### config.mk
export PLATFORM = sky130hd
export DESIGN_NAME = radix_to_ascii_digits_unit_flat
export DESIGN_NICKNAME = d
export VERILOG_FILES = /design/src/hdl/r2a_pkg.sv /design/src/hdl/r2a_if.sv /design/src/hdl/r2a_front.sv /design/src/hdl/r2a_queue.sv /design/src/hdl/r2a_back.sv /design/src/hdl/radix_to_ascii_digits_unit.sv /design/src/flat_wrapper.sv
export VERILOG_INCLUDE_DIRS = /design/src /design/src/hdl
export SDC_FILE = /design/constraint.sdc
export NUM_CORES = 1
export LEC_CHECK = 0
export ABC_AREA = 1
export BUFFER_PORTS_ARGS = -buffer_cell sky130_fd_sc_hd__buf_2
export CORE_UTILIZATION = 35
export DETAILED_ROUTE_END_ITERATION = 8
export GPL_TIMING_DRIVEN = 0
export PLACE_DENSITY_LB_ADDON = 0.25
export SYNTH_ARGS = -nofsm -noshare
export SYNTH_HDL_FRONTEND = slang
export SYNTH_SLANG_ARGS = --single-unit
export TNS_END_PERCENT = 5
### constraint.sdc
create_clock -name clk -period 29.4 [get_ports clk]
set_clock_uncertainty 0.15 [all_clocks]
set_input_delay 4.41 -clock clk [delete_from_list [all_inputs] [get_ports clk]]
set_output_delay 4.41 -clock clk [all_outputs]
set_load 0.02 [all_outputs]
### src/hdl/assert_macros.svh
// ----------------------------------------------------------------------------
// Assertion macros for the digit converter RTL
// ----------------------------------------------------------------------------
`ifndef ASSERT_MACROS_SVH
`define ASSERT_MACROS_SVH

// Check a property on every rising clock edge outside reset.
`define ASSERT_RST(lbl, clk, rst, prop, msg) \
  lbl: assert property (@(posedge clk) disable iff (rst) (prop)) else $error(msg);

// Check a property on every rising clock edge, reset included.
`define ASSERT_ALWAYS(lbl, clk, prop, msg) \
  lbl: assert property (@(posedge clk) (prop)) else $error(msg);

`endif

### src/hdl/r2a_pkg.sv
`timescale 1ns / 1ps
// ----------------------------------------------------------------------------
// r2a_pkg
// Types, constants and the digit encoder of the radix to ASCII converter.
// ----------------------------------------------------------------------------
package r2a_pkg;

  localparam int RADIX_W       = 8;
  localparam int BASE_W        = 5;
  localparam int DIGIT_W       = 4;
  localparam int CHAR_W        = 8;
  localparam int DIV_STEP      = 8;
  localparam int QUEUE_DEPTH   = 2;

  localparam logic [RADIX_W-1:0] BASE_MIN      = 8'd2;
  localparam logic [RADIX_W-1:0] BASE_MAX      = 8'd16;
  localparam logic [BASE_W-1:0]  BASE_FALLBACK = 5'd10;

  localparam logic [CHAR_W-1:0]  ASCII_ZERO    = 8'h30;
  localparam logic [CHAR_W-1:0]  ASCII_ALPHA   = 8'h41;
  localparam logic [DIGIT_W-1:0] FIRST_LETTER  = 4'd10;

  typedef enum logic [1:0] {
    ST_IDLE,
    ST_DIV,
    ST_EMIT
  } st_t;

  typedef struct packed {
    logic valid;
    logic ready;
  } hs_t;

  function automatic logic [CHAR_W-1:0] digit_to_ascii(input logic [DIGIT_W-1:0] d);
    logic [CHAR_W-1:0] wide;
    wide = {{(CHAR_W-DIGIT_W){1'b0}}, d};
    if (d >= FIRST_LETTER) begin
      return ASCII_ALPHA + wide - {{(CHAR_W-DIGIT_W){1'b0}}, FIRST_LETTER};
    end
    return ASCII_ZERO + wide;
  endfunction

endpackage

### src/hdl/r2a_if.sv
`timescale 1ns / 1ps
// ----------------------------------------------------------------------------
// r2a_if
// Valid/ready channels of the converter: number in, characters out.
// ----------------------------------------------------------------------------
interface r2a_in_if #(
  parameter int VALUE_BITS = 31
);
  logic                             valid;
  logic                             ready;
  logic [VALUE_BITS-1:0]            value;
  logic [r2a_pkg::RADIX_W-1:0]      base;

  modport source (output valid, output value, output base, input ready);
  modport sink   (input valid, input value, input base, output ready);
endinterface

interface r2a_out_if;
  logic                             valid;
  logic                             ready;
  logic [r2a_pkg::CHAR_W-1:0]       ascii_char;
  logic                             last;

  modport source (output valid, output ascii_char, output last, input ready);
  modport sink   (input valid, input ascii_char, input last, output ready);
endinterface

### src/hdl/r2a_front.sv
`timescale 1ns / 1ps
// ----------------------------------------------------------------------------
// r2a_front
// Accepts a number and maps its radix onto 2..16, falling back to ten.
// ----------------------------------------------------------------------------
module r2a_front #(
  parameter int VALUE_BITS = 31
) (
  r2a_in_if.sink                      din,
  output r2a_pkg::hs_t                job_hs_out,
  input  logic                        job_ready,
  output logic [VALUE_BITS-1:0]       job_value,
  output logic [r2a_pkg::BASE_W-1:0]  job_base
);

  always_comb begin
    job_value = din.value;
    if (din.base inside {[r2a_pkg::BASE_MIN:r2a_pkg::BASE_MAX]}) begin
      job_base = din.base[r2a_pkg::BASE_W-1:0];
    end else begin
      job_base = r2a_pkg::BASE_FALLBACK;
    end
  end

  assign job_hs_out.valid = din.valid;
  assign job_hs_out.ready = job_ready;
  assign din.ready        = job_ready;

endmodule

### src/hdl/r2a_queue.sv
`timescale 1ns / 1ps
// ----------------------------------------------------------------------------
// r2a_queue
// Short FIFO of classified numbers between the front and the divider.
// ----------------------------------------------------------------------------
module r2a_queue #(
  parameter int VALUE_BITS = 31
) (
  input  logic                        clk,
  input  logic                        rst,
  input  r2a_pkg::hs_t                wr_hs,
  output logic                        wr_ready,
  input  logic [VALUE_BITS-1:0]       wr_value,
  input  logic [r2a_pkg::BASE_W-1:0]  wr_base,
  output logic                        rd_valid,
  input  logic                        rd_ready,
  output logic [VALUE_BITS-1:0]       rd_value,
  output logic [r2a_pkg::BASE_W-1:0]  rd_base
);

  localparam int DEPTH = r2a_pkg::QUEUE_DEPTH;
  localparam int PTR_W = (DEPTH > 1) ? $clog2(DEPTH) : 1;
  localparam int CNT_W = $clog2(DEPTH + 1);

  logic [VALUE_BITS-1:0]       q_value [DEPTH];
  logic [r2a_pkg::BASE_W-1:0]  q_base  [DEPTH];
  logic [PTR_W-1:0]            wr_ptr;
  logic [PTR_W-1:0]            rd_ptr;
  logic [CNT_W-1:0]            cnt;
  logic                        do_wr;
  logic                        do_rd;

  assign wr_ready = (cnt != CNT_W'(DEPTH));
  assign rd_valid = (cnt != '0);
  assign do_wr    = wr_hs.valid && wr_ready;
  assign do_rd    = rd_valid && rd_ready;
  assign rd_value = q_value[rd_ptr];
  assign rd_base  = q_base[rd_ptr];

  always_ff @(posedge clk) begin
    if (rst) begin
      wr_ptr <= '0;
      rd_ptr <= '0;
      cnt    <= '0;
    end else begin
      if (do_wr) begin
        wr_ptr <= (wr_ptr == PTR_W'(DEPTH - 1)) ? '0 : wr_ptr + 1'b1;
      end
      if (do_rd) begin
        rd_ptr <= (rd_ptr == PTR_W'(DEPTH - 1)) ? '0 : rd_ptr + 1'b1;
      end
      if (do_wr && !do_rd) begin
        cnt <= cnt + 1'b1;
      end else if (do_rd && !do_wr) begin
        cnt <= cnt - 1'b1;
      end
    end
  end

  always_ff @(posedge clk) begin
    if (do_wr) begin
      q_value[wr_ptr] <= wr_value;
      q_base[wr_ptr]  <= wr_base;
    end
  end

endmodule

### src/hdl/r2a_back.sv
`timescale 1ns / 1ps
// ----------------------------------------------------------------------------
// r2a_back
// Repeated division onto a digit stack, then popping to ASCII characters.
// ----------------------------------------------------------------------------
`include "assert_macros.svh"

module r2a_back #(
  parameter int VALUE_BITS = 31,
  parameter int MAX_DIGITS = 32
) (
  input  logic                        clk,
  input  logic                        rst,
  input  logic                        job_valid,
  output logic                        job_ready,
  input  logic [VALUE_BITS-1:0]       job_value,
  input  logic [r2a_pkg::BASE_W-1:0]  job_base,
  r2a_out_if.source                   dout
);

  localparam int STEP   = r2a_pkg::DIV_STEP;
  localparam int ROUNDS = (VALUE_BITS + STEP - 1) / STEP;
  localparam int DIV_W  = ROUNDS * STEP;
  localparam int RND_W  = (ROUNDS > 1) ? $clog2(ROUNDS) : 1;
  localparam int SP_W   = $clog2(MAX_DIGITS + 1);
  localparam int IDX_W  = $clog2(MAX_DIGITS);
  localparam int DW     = r2a_pkg::DIGIT_W;
  localparam int BW     = r2a_pkg::BASE_W;

  r2a_pkg::st_t       state;
  r2a_pkg::st_t       state_next;

  logic [DIV_W-1:0]   dvd;
  logic [DW-1:0]      rem;
  logic [BW-1:0]      base_r;
  logic [RND_W-1:0]   rnd;
  logic [SP_W-1:0]    sp;
  logic [SP_W-1:0]    sp_m1;
  logic               rd_pend;
  logic               rd_last;
  logic [DW-1:0]      mem [MAX_DIGITS];
  logic [DW-1:0]      mem_q;
  logic               out_valid;
  logic [r2a_pkg::CHAR_W-1:0] out_char;
  logic               out_last;

  logic [STEP-1:0]    q_bits;
  logic [DW-1:0]      rem_next;
  logic [DIV_W-1:0]   quo;
  logic               last_round;
  logic               div_done;
  logic               push;
  logic               rd_issue;
  logic               load;
  logic               take_job;

  always_comb begin
    logic [BW-1:0] t;
    logic [DW-1:0] r;
    r      = rem;
    q_bits = '0;
    for (int i = 0; i < STEP; i++) begin
      t = {r, dvd[DIV_W-1-i]};
      if (t >= base_r) begin
        t = t - base_r;
        q_bits[STEP-1-i] = 1'b1;
      end
      r = t[DW-1:0];
    end
    rem_next = r;
    quo      = (dvd << STEP) | DIV_W'(q_bits);
  end

  assign last_round = (rnd == '0);
  assign div_done   = last_round && (quo == '0);
  assign sp_m1      = sp - 1'b1;
  assign push       = (state == r2a_pkg::ST_DIV) && last_round && (sp < SP_W'(MAX_DIGITS));
  assign load       = rd_pend && (!out_valid || dout.ready);
  assign rd_issue   = (state == r2a_pkg::ST_EMIT) && (sp != '0) && (!rd_pend || load);
  assign take_job   = job_valid && job_ready;

  always_comb begin
    state_next = state;
    job_ready  = 1'b0;
    case (state)
      r2a_pkg::ST_IDLE: begin
        job_ready = 1'b1;
        if (job_valid) begin
          state_next = r2a_pkg::ST_DIV;
        end
      end
      r2a_pkg::ST_DIV: begin
        if (div_done) begin
          state_next = r2a_pkg::ST_EMIT;
        end
      end
      r2a_pkg::ST_EMIT: begin
        if ((sp == '0) && !rd_pend) begin
          state_next = r2a_pkg::ST_IDLE;
        end
      end
      default: begin
        state_next = r2a_pkg::ST_IDLE;
      end
    endcase
  end

  always_ff @(posedge clk) begin
    if (rst) begin
      state <= r2a_pkg::ST_IDLE;
    end else begin
      state <= state_next;
    end
  end

  always_ff @(posedge clk) begin
    if (rst) begin
      rnd       <= '0;
      sp        <= '0;
      rd_pend   <= 1'b0;
      out_valid <= 1'b0;
    end else begin
      if (take_job) begin
        rnd <= RND_W'(ROUNDS - 1);
        sp  <= '0;
      end else if (state == r2a_pkg::ST_DIV) begin
        rnd <= last_round ? RND_W'(ROUNDS - 1) : rnd - 1'b1;
        if (push) begin
          sp <= sp + 1'b1;
        end
      end else if (rd_issue) begin
        sp <= sp_m1;
      end
      if (rd_issue) begin
        rd_pend <= 1'b1;
      end else if (load) begin
        rd_pend <= 1'b0;
      end
      if (load) begin
        out_valid <= 1'b1;
      end else if (dout.ready) begin
        out_valid <= 1'b0;
      end
    end
  end

  always_ff @(posedge clk) begin
    if (take_job) begin
      dvd    <= DIV_W'(job_value);
      rem    <= '0;
      base_r <= job_base;
    end else if (state == r2a_pkg::ST_DIV) begin
      if (last_round) begin
        dvd <= quo;
        rem <= '0;
      end else begin
        dvd <= quo;
        rem <= rem_next;
      end
    end
    if (rd_issue) begin
      rd_last <= (sp == SP_W'(1));
    end
    if (load) begin
      out_char <= r2a_pkg::digit_to_ascii(mem_q);
      out_last <= rd_last;
    end
  end

  always_ff @(posedge clk) begin
    if (push) begin
      mem[sp[IDX_W-1:0]] <= rem_next;
    end
    if (rd_issue) begin
      mem_q <= mem[sp_m1[IDX_W-1:0]];
    end
  end

  assign dout.valid      = out_valid;
  assign dout.ascii_char = out_char;
  assign dout.last       = out_last;

  `ASSERT_RST(a_pend_in_emit, clk, rst, rd_pend |-> (state == r2a_pkg::ST_EMIT), "read pending outside emit")
  `ASSERT_RST(a_sp_bound, clk, rst, sp <= SP_W'(MAX_DIGITS), "digit stack overflow")
  `ASSERT_RST(a_base_range, clk, rst, (state == r2a_pkg::ST_DIV) |-> ((base_r >= BW'(2)) && (base_r <= BW'(16))), "radix out of range in divider")
  `ASSERT_RST(a_rem_below_base, clk, rst, (state == r2a_pkg::ST_DIV) |-> (rem < base_r), "partial remainder not below radix")

endmodule

### src/hdl/radix_to_ascii_digits_unit.sv
`timescale 1ns / 1ps
// ----------------------------------------------------------------------------
// radix_to_ascii_digits_unit
// Converts a number to ASCII digits in radix 2..16, most significant first.
// ----------------------------------------------------------------------------
//  channel | dir | payload           | transaction
//  din     | in  | value, base       | one number to convert
//  dout    | out | ascii_char, last  | one character, last on the final one
//
//  The shared divider retires 8 quotient bits per cycle.
//  Characters then leave the digit stack at one per cycle while dout is ready.
//  A two-entry queue lets din keep taking numbers while the divider works.
//  Reset is synchronous and clears control state only; no clearing pass.
//  A stalled dout holds its character and pauses popping.
// ----------------------------------------------------------------------------
module radix_to_ascii_digits_unit #(
  parameter int VALUE_BITS = 31,
  parameter int MAX_DIGITS = 32
) (
  input  logic        clk,
  input  logic        rst,
  r2a_in_if.sink      din,
  r2a_out_if.source   dout
);

  r2a_pkg::hs_t                front_hs;
  logic                        front_ready;
  logic [VALUE_BITS-1:0]       front_value;
  logic [r2a_pkg::BASE_W-1:0]  front_base;
  logic                        job_valid;
  logic                        job_ready;
  logic [VALUE_BITS-1:0]       job_value;
  logic [r2a_pkg::BASE_W-1:0]  job_base;

  r2a_front #(
    .VALUE_BITS (VALUE_BITS)
  ) u_front (
    .din        (din),
    .job_hs_out (front_hs),
    .job_ready  (front_ready),
    .job_value  (front_value),
    .job_base   (front_base)
  );

  r2a_queue #(
    .VALUE_BITS (VALUE_BITS)
  ) u_queue (
    .clk      (clk),
    .rst      (rst),
    .wr_hs    (front_hs),
    .wr_ready (front_ready),
    .wr_value (front_value),
    .wr_base  (front_base),
    .rd_valid (job_valid),
    .rd_ready (job_ready),
    .rd_value (job_value),
    .rd_base  (job_base)
  );

  r2a_back #(
    .VALUE_BITS (VALUE_BITS),
    .MAX_DIGITS (MAX_DIGITS)
  ) u_back (
    .clk       (clk),
    .rst       (rst),
    .job_valid (job_valid),
    .job_ready (job_ready),
    .job_value (job_value),
    .job_base  (job_base),
    .dout      (dout)
  );

endmodule

### src/flat_wrapper.sv
// flat-port wrapper written by rule: the top's interface ports become plain ports
module radix_to_ascii_digits_unit_flat 
#(
  parameter int VALUE_BITS = 31,
  parameter int MAX_DIGITS = 32
)
  (clk, rst, din_valid, din_value, din_base, din_ready, dout_valid, dout_ascii_char, dout_last, dout_ready);
  r2a_in_if #(.VALUE_BITS(VALUE_BITS)) din_i ();
  r2a_out_if dout_i ();
  input  logic clk;
  input  logic rst;
  input wire logic [$bits(din_i.valid)-1:0] din_valid;
  input wire logic [$bits(din_i.value)-1:0] din_value;
  input wire logic [$bits(din_i.base)-1:0] din_base;
  output wire logic [$bits(din_i.ready)-1:0] din_ready;
  output wire logic [$bits(dout_i.valid)-1:0] dout_valid;
  output wire logic [$bits(dout_i.ascii_char)-1:0] dout_ascii_char;
  output wire logic [$bits(dout_i.last)-1:0] dout_last;
  input wire logic [$bits(dout_i.ready)-1:0] dout_ready;
  assign din_i.valid = din_valid;
  assign din_i.value = din_value;
  assign din_i.base = din_base;
  assign din_ready = din_i.ready;
  assign dout_valid = dout_i.valid;
  assign dout_ascii_char = dout_i.ascii_char;
  assign dout_last = dout_i.last;
  assign dout_i.ready = dout_ready;
  radix_to_ascii_digits_unit #(.VALUE_BITS(VALUE_BITS), .MAX_DIGITS(MAX_DIGITS)) u_core (.clk(clk), .rst(rst), .din(din_i), .dout(dout_i));
endmodule
# == Yosys cells after proc, flatten, opt, wreduce, memory -nomap -nowiden ==
# Memory sizes are Yosys's and may differ from the RTL's. A register that Yosys moved wholly into a read port is not among the register bits.
# Cells that the tools add are included.
# W data, S select, Z words.
# word_totals
regBits,62
mem_bits_rw,200
in_bits,43
memories,3
# classes
order_cmp,12
reduce_logical,32
n_mux,49
bitwise,1
addsub,18
n_eq_ne,8
# mem_list
name,depth,word_bits,rd,rd_clocked_by_memory_dff,wr,line_no,source
u_core.u_back.mem,32,4,1,1,1,r2a_back.sv:41,logic [DW-1:0] mem [MAX_DIGITS];
u_core.u_queue.q_value,2,31,1,1,1,r2a_queue.sv:25,logic [VALUE_BITS-1:0] q_value [DEPTH];
u_core.u_queue.q_base,2,5,1,1,1,r2a_queue.sv:26,logic [r2a_pkg::BASE_W-1:0] q_base [DEPTH];
# ops
op,n
$mux W31,2
$ge A5 B5 Y1,8
$mux W4,9
$logic_not A32 Y1,1
$or A32 B8 Y32,1
$sub A4 B4 Y4,8
$mux W1,23
$mux W6,3
$mux W2,8
$mux W8,2
$logic_and A1 B1 Y1,12
$reduce_bool A2 Y1,6
$add A7 B4 Y8 const A,1
$ge A8 B2 Y1 const B,1
$le A8 B5 Y1 const B,1
$sub A8 B4 Y8 const B,1
$add A6 B4 Y7 const A,1
$add A6 B1 Y6 const B,1
$eq A6 B1 Y1 const B,1
$logic_not A6 Y1,1
$lt A6 B6 Y1 const B,1
$ne A2 B2 Y1 const B,3
$pmux W2 S3,1
$reduce_bool A6 Y1,1
15 further kinds,23

# == Depth between registers and ports, before layout ==
# depth
depth_word,21
mapped_depth,71
mapped_depth_nobuf,71

# == Modules after synthesis ==
# A second synthesis with hierarchy kept.
# unflattened
cells_unflattened,1266
area_unflattened_um2,13566.8
# modules_own_cells
mod,area_per_inst_um2,cells_each,seq_area_each_um2,n_inst
r2a_back,10187.3,1058,5655.4,1
r2a_queue,2990.4,149,2262.2,1
r2a_front,389.1,59,0.0,1

# == Worst setup path after synthesis ==
# Ideal clock, no wire load.
# synth_timing
path_type,register to register
start,reg u_core.u_back.base_r[1] (read register of u_core.u_queue.q_base)
end,"mem u_core.u_back.mem[0][0] (netlist bit), data pin"
path_stages_with_launch,61
arrival_ps,9627
required_time_ps,28786
setup_time_ps,464
setup_slack_ps,19160
cell_sequence,edfxtp_1 inv_1 ha_1 nand2_1 nor2_1 o21ai_1 inv_1 nor2_1 o21ai_0 ha_1 nand2_1 nor2_1 nand2_1 nand3_1 inv_1 or2_1 nand2_1 ha_1 [25 not listed] nand2_1 nor3_1 nor2_2 or2_2 and2_1 ha_1 nand2_1 inv_1 nand2_1 nand2_1 nor2_2 nand3_1 and2_1 ha_1 nand2_1 nor3_1 nor2_1 o21ai_0
# synth_via
elab_chain_cells,16
# synth_rtl
element,line_no,source
start: declaration,r2a_back.sv:35,logic [BW-1:0] base_r;
$sub A4 B4 Y4 / $ge A5 B5 Y1 (equally long branches),"r2a_back.sv:65, r2a_back.sv:64",
$mux W4,r2a_back.sv:64,if (t >= base_r) begin
$sub A4 B4 Y4 / $ge A5 B5 Y1 (equally long branches),"r2a_back.sv:65, r2a_back.sv:64",
$mux W4,r2a_back.sv:64,
$sub A4 B4 Y4 / $ge A5 B5 Y1 (equally long branches),"r2a_back.sv:65, r2a_back.sv:64",
$mux W4,r2a_back.sv:64,
$ge A5 B5 Y1 / $sub A4 B4 Y4 (equally long branches),"r2a_back.sv:64, r2a_back.sv:65",
$mux W4,r2a_back.sv:64,
$sub A4 B4 Y4 / $ge A5 B5 Y1 (equally long branches),"r2a_back.sv:65, r2a_back.sv:64",
$mux W4,r2a_back.sv:64,
$sub A4 B4 Y4 / $ge A5 B5 Y1 (equally long branches),"r2a_back.sv:65, r2a_back.sv:64",
$mux W4,r2a_back.sv:64,
$sub A4 B4 Y4 / $ge A5 B5 Y1 (equally long branches),"r2a_back.sv:65, r2a_back.sv:64",
$mux W4,r2a_back.sv:64,
$ge A5 B5 Y1 (*),r2a_back.sv:64,
$mux W4 (*),r2a_back.sv:64,
named net u_core.u_back.rem_next[0],r2a_back.sv:48,logic [DW-1:0] rem_next;
end: declaration,r2a_back.sv:41,
# The timed path passes the listed nets; every way through them passes the cells marked *.

# == Final worst setup path ==
# layout_timing
start,reg u_core.u_back.base_r[1] (read register of u_core.u_queue.q_base)
end,"mem u_core.u_back.mem[23][3] (netlist bit), data pin"
# layout_via
elab_chain_cells,16
# layout_rtl
element,line_no
$sub A4 B4 Y4 / $ge A5 B5 Y1 (equally long branches),"r2a_back.sv:65, r2a_back.sv:64"
$mux W4,r2a_back.sv:64
$sub A4 B4 Y4 / $ge A5 B5 Y1 (equally long branches),"r2a_back.sv:65, r2a_back.sv:64"
$mux W4,r2a_back.sv:64
$sub A4 B4 Y4 / $ge A5 B5 Y1 (equally long branches),"r2a_back.sv:65, r2a_back.sv:64"
$mux W4,r2a_back.sv:64
$ge A5 B5 Y1 / $sub A4 B4 Y4 (equally long branches),"r2a_back.sv:64, r2a_back.sv:65"
$mux W4,r2a_back.sv:64
$sub A4 B4 Y4 / $ge A5 B5 Y1 (equally long branches),"r2a_back.sv:65, r2a_back.sv:64"
$mux W4,r2a_back.sv:64
$sub A4 B4 Y4 / $ge A5 B5 Y1 (equally long branches),"r2a_back.sv:65, r2a_back.sv:64"
$mux W4,r2a_back.sv:64
$ge A5 B5 Y1 / $sub A4 B4 Y4 (equally long branches),"r2a_back.sv:64, r2a_back.sv:65"
$mux W4,r2a_back.sv:64
$sub A4 B4 Y4 / $ge A5 B5 Y1 (equally long branches),"r2a_back.sv:65, r2a_back.sv:64"
$mux W4 (*),r2a_back.sv:64
named net u_core.u_back.rem_next[3],r2a_back.sv:48
# Marked as above.

==> reports/results.ini <==
[outcome]
status = finished, final reports clean

[grt]
grt_use_met1 = 0.213
grt_usage = 0.158
grt_max_degree = 34
grt_remaining_overflow = 0
grt.busiest_layer = met2
grt_pass1_vias = 8694
antenna_found_initial = 0
grt_first_pass_wirelength_um = 47200
use_met3 = 0.0236
gr-usage-met2 = 0.269

[detailed_routing]
drt_iter0_markers = 594
vias = 8636
drc = 0
ant_nets = 0
first_pass_iters = 5
viasPerCell = 4.79
wl_um = 29700
wire_per_inst_um = 16.5

[cts]
clk_path_buf_depth = 3
clk_latency_ns = 0.55
cts_buffers = 30
hold_buffers = 0
post_cts_buffers = 0
clock_sinks = 271
cts_root_buf = clkbuf_16
clk_pin_slew_ns = 0.06
cts_max_level = 1
cts_tree = done
cts_resized = 0

[flow_run]
maxCapViolCount = 0

[sta]
slew_headroom = 0.460
rsz0062_at_grt = no
hold_viol = 0
worst_slew_pin_slew_ns = 0.807
final_max_slew_viol_count = 0
fin_crit_sh = 0.399
fin_setup_tns_ns = 0
fmax_ghz = 0.0853
setup_viol = 0
period_minus_slack_ns = 11.73

[logic_synthesis]
yosysWarnings = 0
synthTopCellsByArea = edfxtp_1 (58%), nand2_1 (6.2%), o21ai_0 (5.2%), nor2_1 (5.0%), ha_1 (4.7%)
synth_cell_types = 48
synthTopCellsByCount = edfxtp_1 (249), nand2_1 (214), nor2_1 (172)
synth_top_area_cell = edfxtp_1
synth-main-ff-cell = edfxtp_1
synthCells = 1224
syn_avg_cell_area_um2 = 10.6
yosysMostFrequentCell = edfxtp_1
ys_seq_area_frac = 0.610
synth_edf_count = 249
synth_fp_nets = 1324
syn_area_mm2 = 0.0130
async_reset_ff_frac = 0
synth_top_area_share = 0.576
synth_seq_cells = 271

[finish]
final_cells = 1803
fin_nets = 1411
n_antenna_cell = 0
syn2layout_area_growth_pct = 14.9
drive_above_1_share = 0.121
fillers = 3441

[floorplanning]
die_h_um = 195
die_area_mm2 = 0.0378
pin_count = 54
design.core.area_mm2 = 0.0365
start_util = 0.355
rows = 70
die_x_um = 195

[placement]
routabilityCongestion = 0.835
port_buffers = 51
hpwl_um = 21000
dpl.cell_count = 1746

[critical_path]
timing.critical_path.mode_cell = nand2_1
end_kind = register
slowest_stage = edfxtp_1
slowest_delay_ns = 0.69
cp.arrival_ns = 11.81
cp_num_buf_inv = 11
cp_max_fo = 32
required_ns = 29.48
cp-start-kind = register
path_class = register to register
path_delay_family = simple AND/OR/NAND/NOR gates

[hold_path]
hold_path.class = register to register

-- registers in the layout, indices dropped and copies added (netlist names), named ones only --
register / flops
u_core.u_queue.cnt: 2
u_core.u_back.dout.valid: 1
u_core.u_back.dout.last: 1
u_core.u_queue.q_value: 62
u_core.u_queue.wr_ptr: 1
u_core.u_back.rnd: 2
u_core.u_back.mem: 128
u_core.u_back.state: 2
u_core.u_back.sp: 6
u_core.u_back.base_r: 5
u_core.u_back.dout.ascii_char: 7
u_core.u_back.rd_last: 1
u_core.u_back.rd_pend: 1
u_core.u_queue.rd_ptr: 1
u_core.u_back.dvd: 32
u_core.u_back.rem: 4
u_core.u_queue.q_base: 10
u_core.u_back.mem_q: 4
-- worst paths after layout --
| path | start | endpoint | slack [ns] | depth (start not counted) |
|---|---|---|---|---|
| max | u_core.u_back.base_r[1] | u_core.u_back.mem[23][3] | 17.67 | 65 |
| min | u_core.u_back.rem[3] | u_core.u_back.rem[3] | 0.33 | 2 |
| max reg2reg | u_core.u_back.base_r[1] | u_core.u_back.mem[23][3] | 17.67 | 65 |
| min reg2reg | u_core.u_back.rem[3] | u_core.u_back.rem[3] | 0.33 | 2 |
-- metrics by stage --
| step | hold slack (ns) | instance area, um^2 | util | setup slack (ns) |
|---|---|---|---|---|
| 4_1_cts | 0.325 | 14900 | 0.407 | 16.95 |
| 3_5_place_dp | 0.311 | 13900 | 0.381 | 16.93 |
| 2_1_floorplan | 0.250 | 13000 | - | 19.16 |
| 3_3_place_gp | 0.302 | 13800 | 0.378 | 15.05 |
| 6_report | 0.329 | 14900 | 0.408 | 17.67 |
| 5_1_grt | 0.344 | 14900 | 0.408 | 16.34 |
-- layout make-up --
type / instances / area, um^2 / area share
timing repair buffer: 55 / 350 / 0.0235
tap: 468 / 586 / 0.0393
clock buffer: 40 / 850 / 0.0570
sequential: 271 / 7920 / 0.531
inverter: 133 / 508 / 0.0341
clock inverter: 16 / 109 / 0.00731
multi-input combinational: 779 / 4330 / 0.291
buffer: 41 / 250 / 0.0168
-- metal layers --
metal	part of all wire	up-vias
met3	0.039	37
met2	0.47	177
met5	0	-
li1	-	4386
met4	0.018	0
met1	0.47	4036
-- placed cells by master, fill, tap and decap left out, drive strengths merged --
cell type / Yosys / layout
nand3b: 2 / 2
mux2i: 9 / 9
xnor2: 4 / 4
edfxtp: 249 / 249
clkinv: 1 / 14
fa: 8 / 8
nor2: 176 / 176
o31ai: 1 / 1
and2: 8 / 8
o21ai: 156 / 156
nand4: 6 / 6
o211ai: 31 / 31
nor4: 1 / 1
nor3: 4 / 4
inv: 132 / 134
or2: 7 / 7
ha: 49 / 49
xor2: 17 / 17
dfxtp: 22 / 22
conb: 1 / 1
o221ai: 5 / 5
nand2: 216 / 216
a31oi: 5 / 5
a211o: 1 / 1
a211oi: 1 / 1
nand3: 37 / 37
and3: 1 / 1
a21oi: 24 / 24
clkbuf: 16 / 56
bufinv: 0 / 1
o22ai: 9 / 9
buf: 25 / 80
-- worst reg2reg max path, delay by kind of cell (launching register included) --
kind / cells / cell delay, ns
AO/OA/AOI/OAI: 2 / 0.26
adder cells (fa/ha/maj): 8 / 2.49
buffers and inverters: 11 / 1.54
flip-flops: 1 / 0.69
AND/OR/NAND/NOR: 44 / 6.27
-- cells by family (layout without fill, tap and decap cells) --
group / Yosys count / in the layout / share of synthesized area
simple gates: 458 / 458 / 0.146
flops: 271 / 271 / 0.610
compound gates: 233 / 233 / 0.101
buf+inv: 174 / 285 / 0.0584
fa+ha+maj: 57 / 57 / 0.0596
xor+xnor: 21 / 21 / 0.0171
mux: 9 / 9 / 0.00694
other cells: 1 / 1 / 0.000289
Power is left out: the tool's default activity adds up to more than one toggle a clock period on the data nets, which glitch-free logic cannot reach.
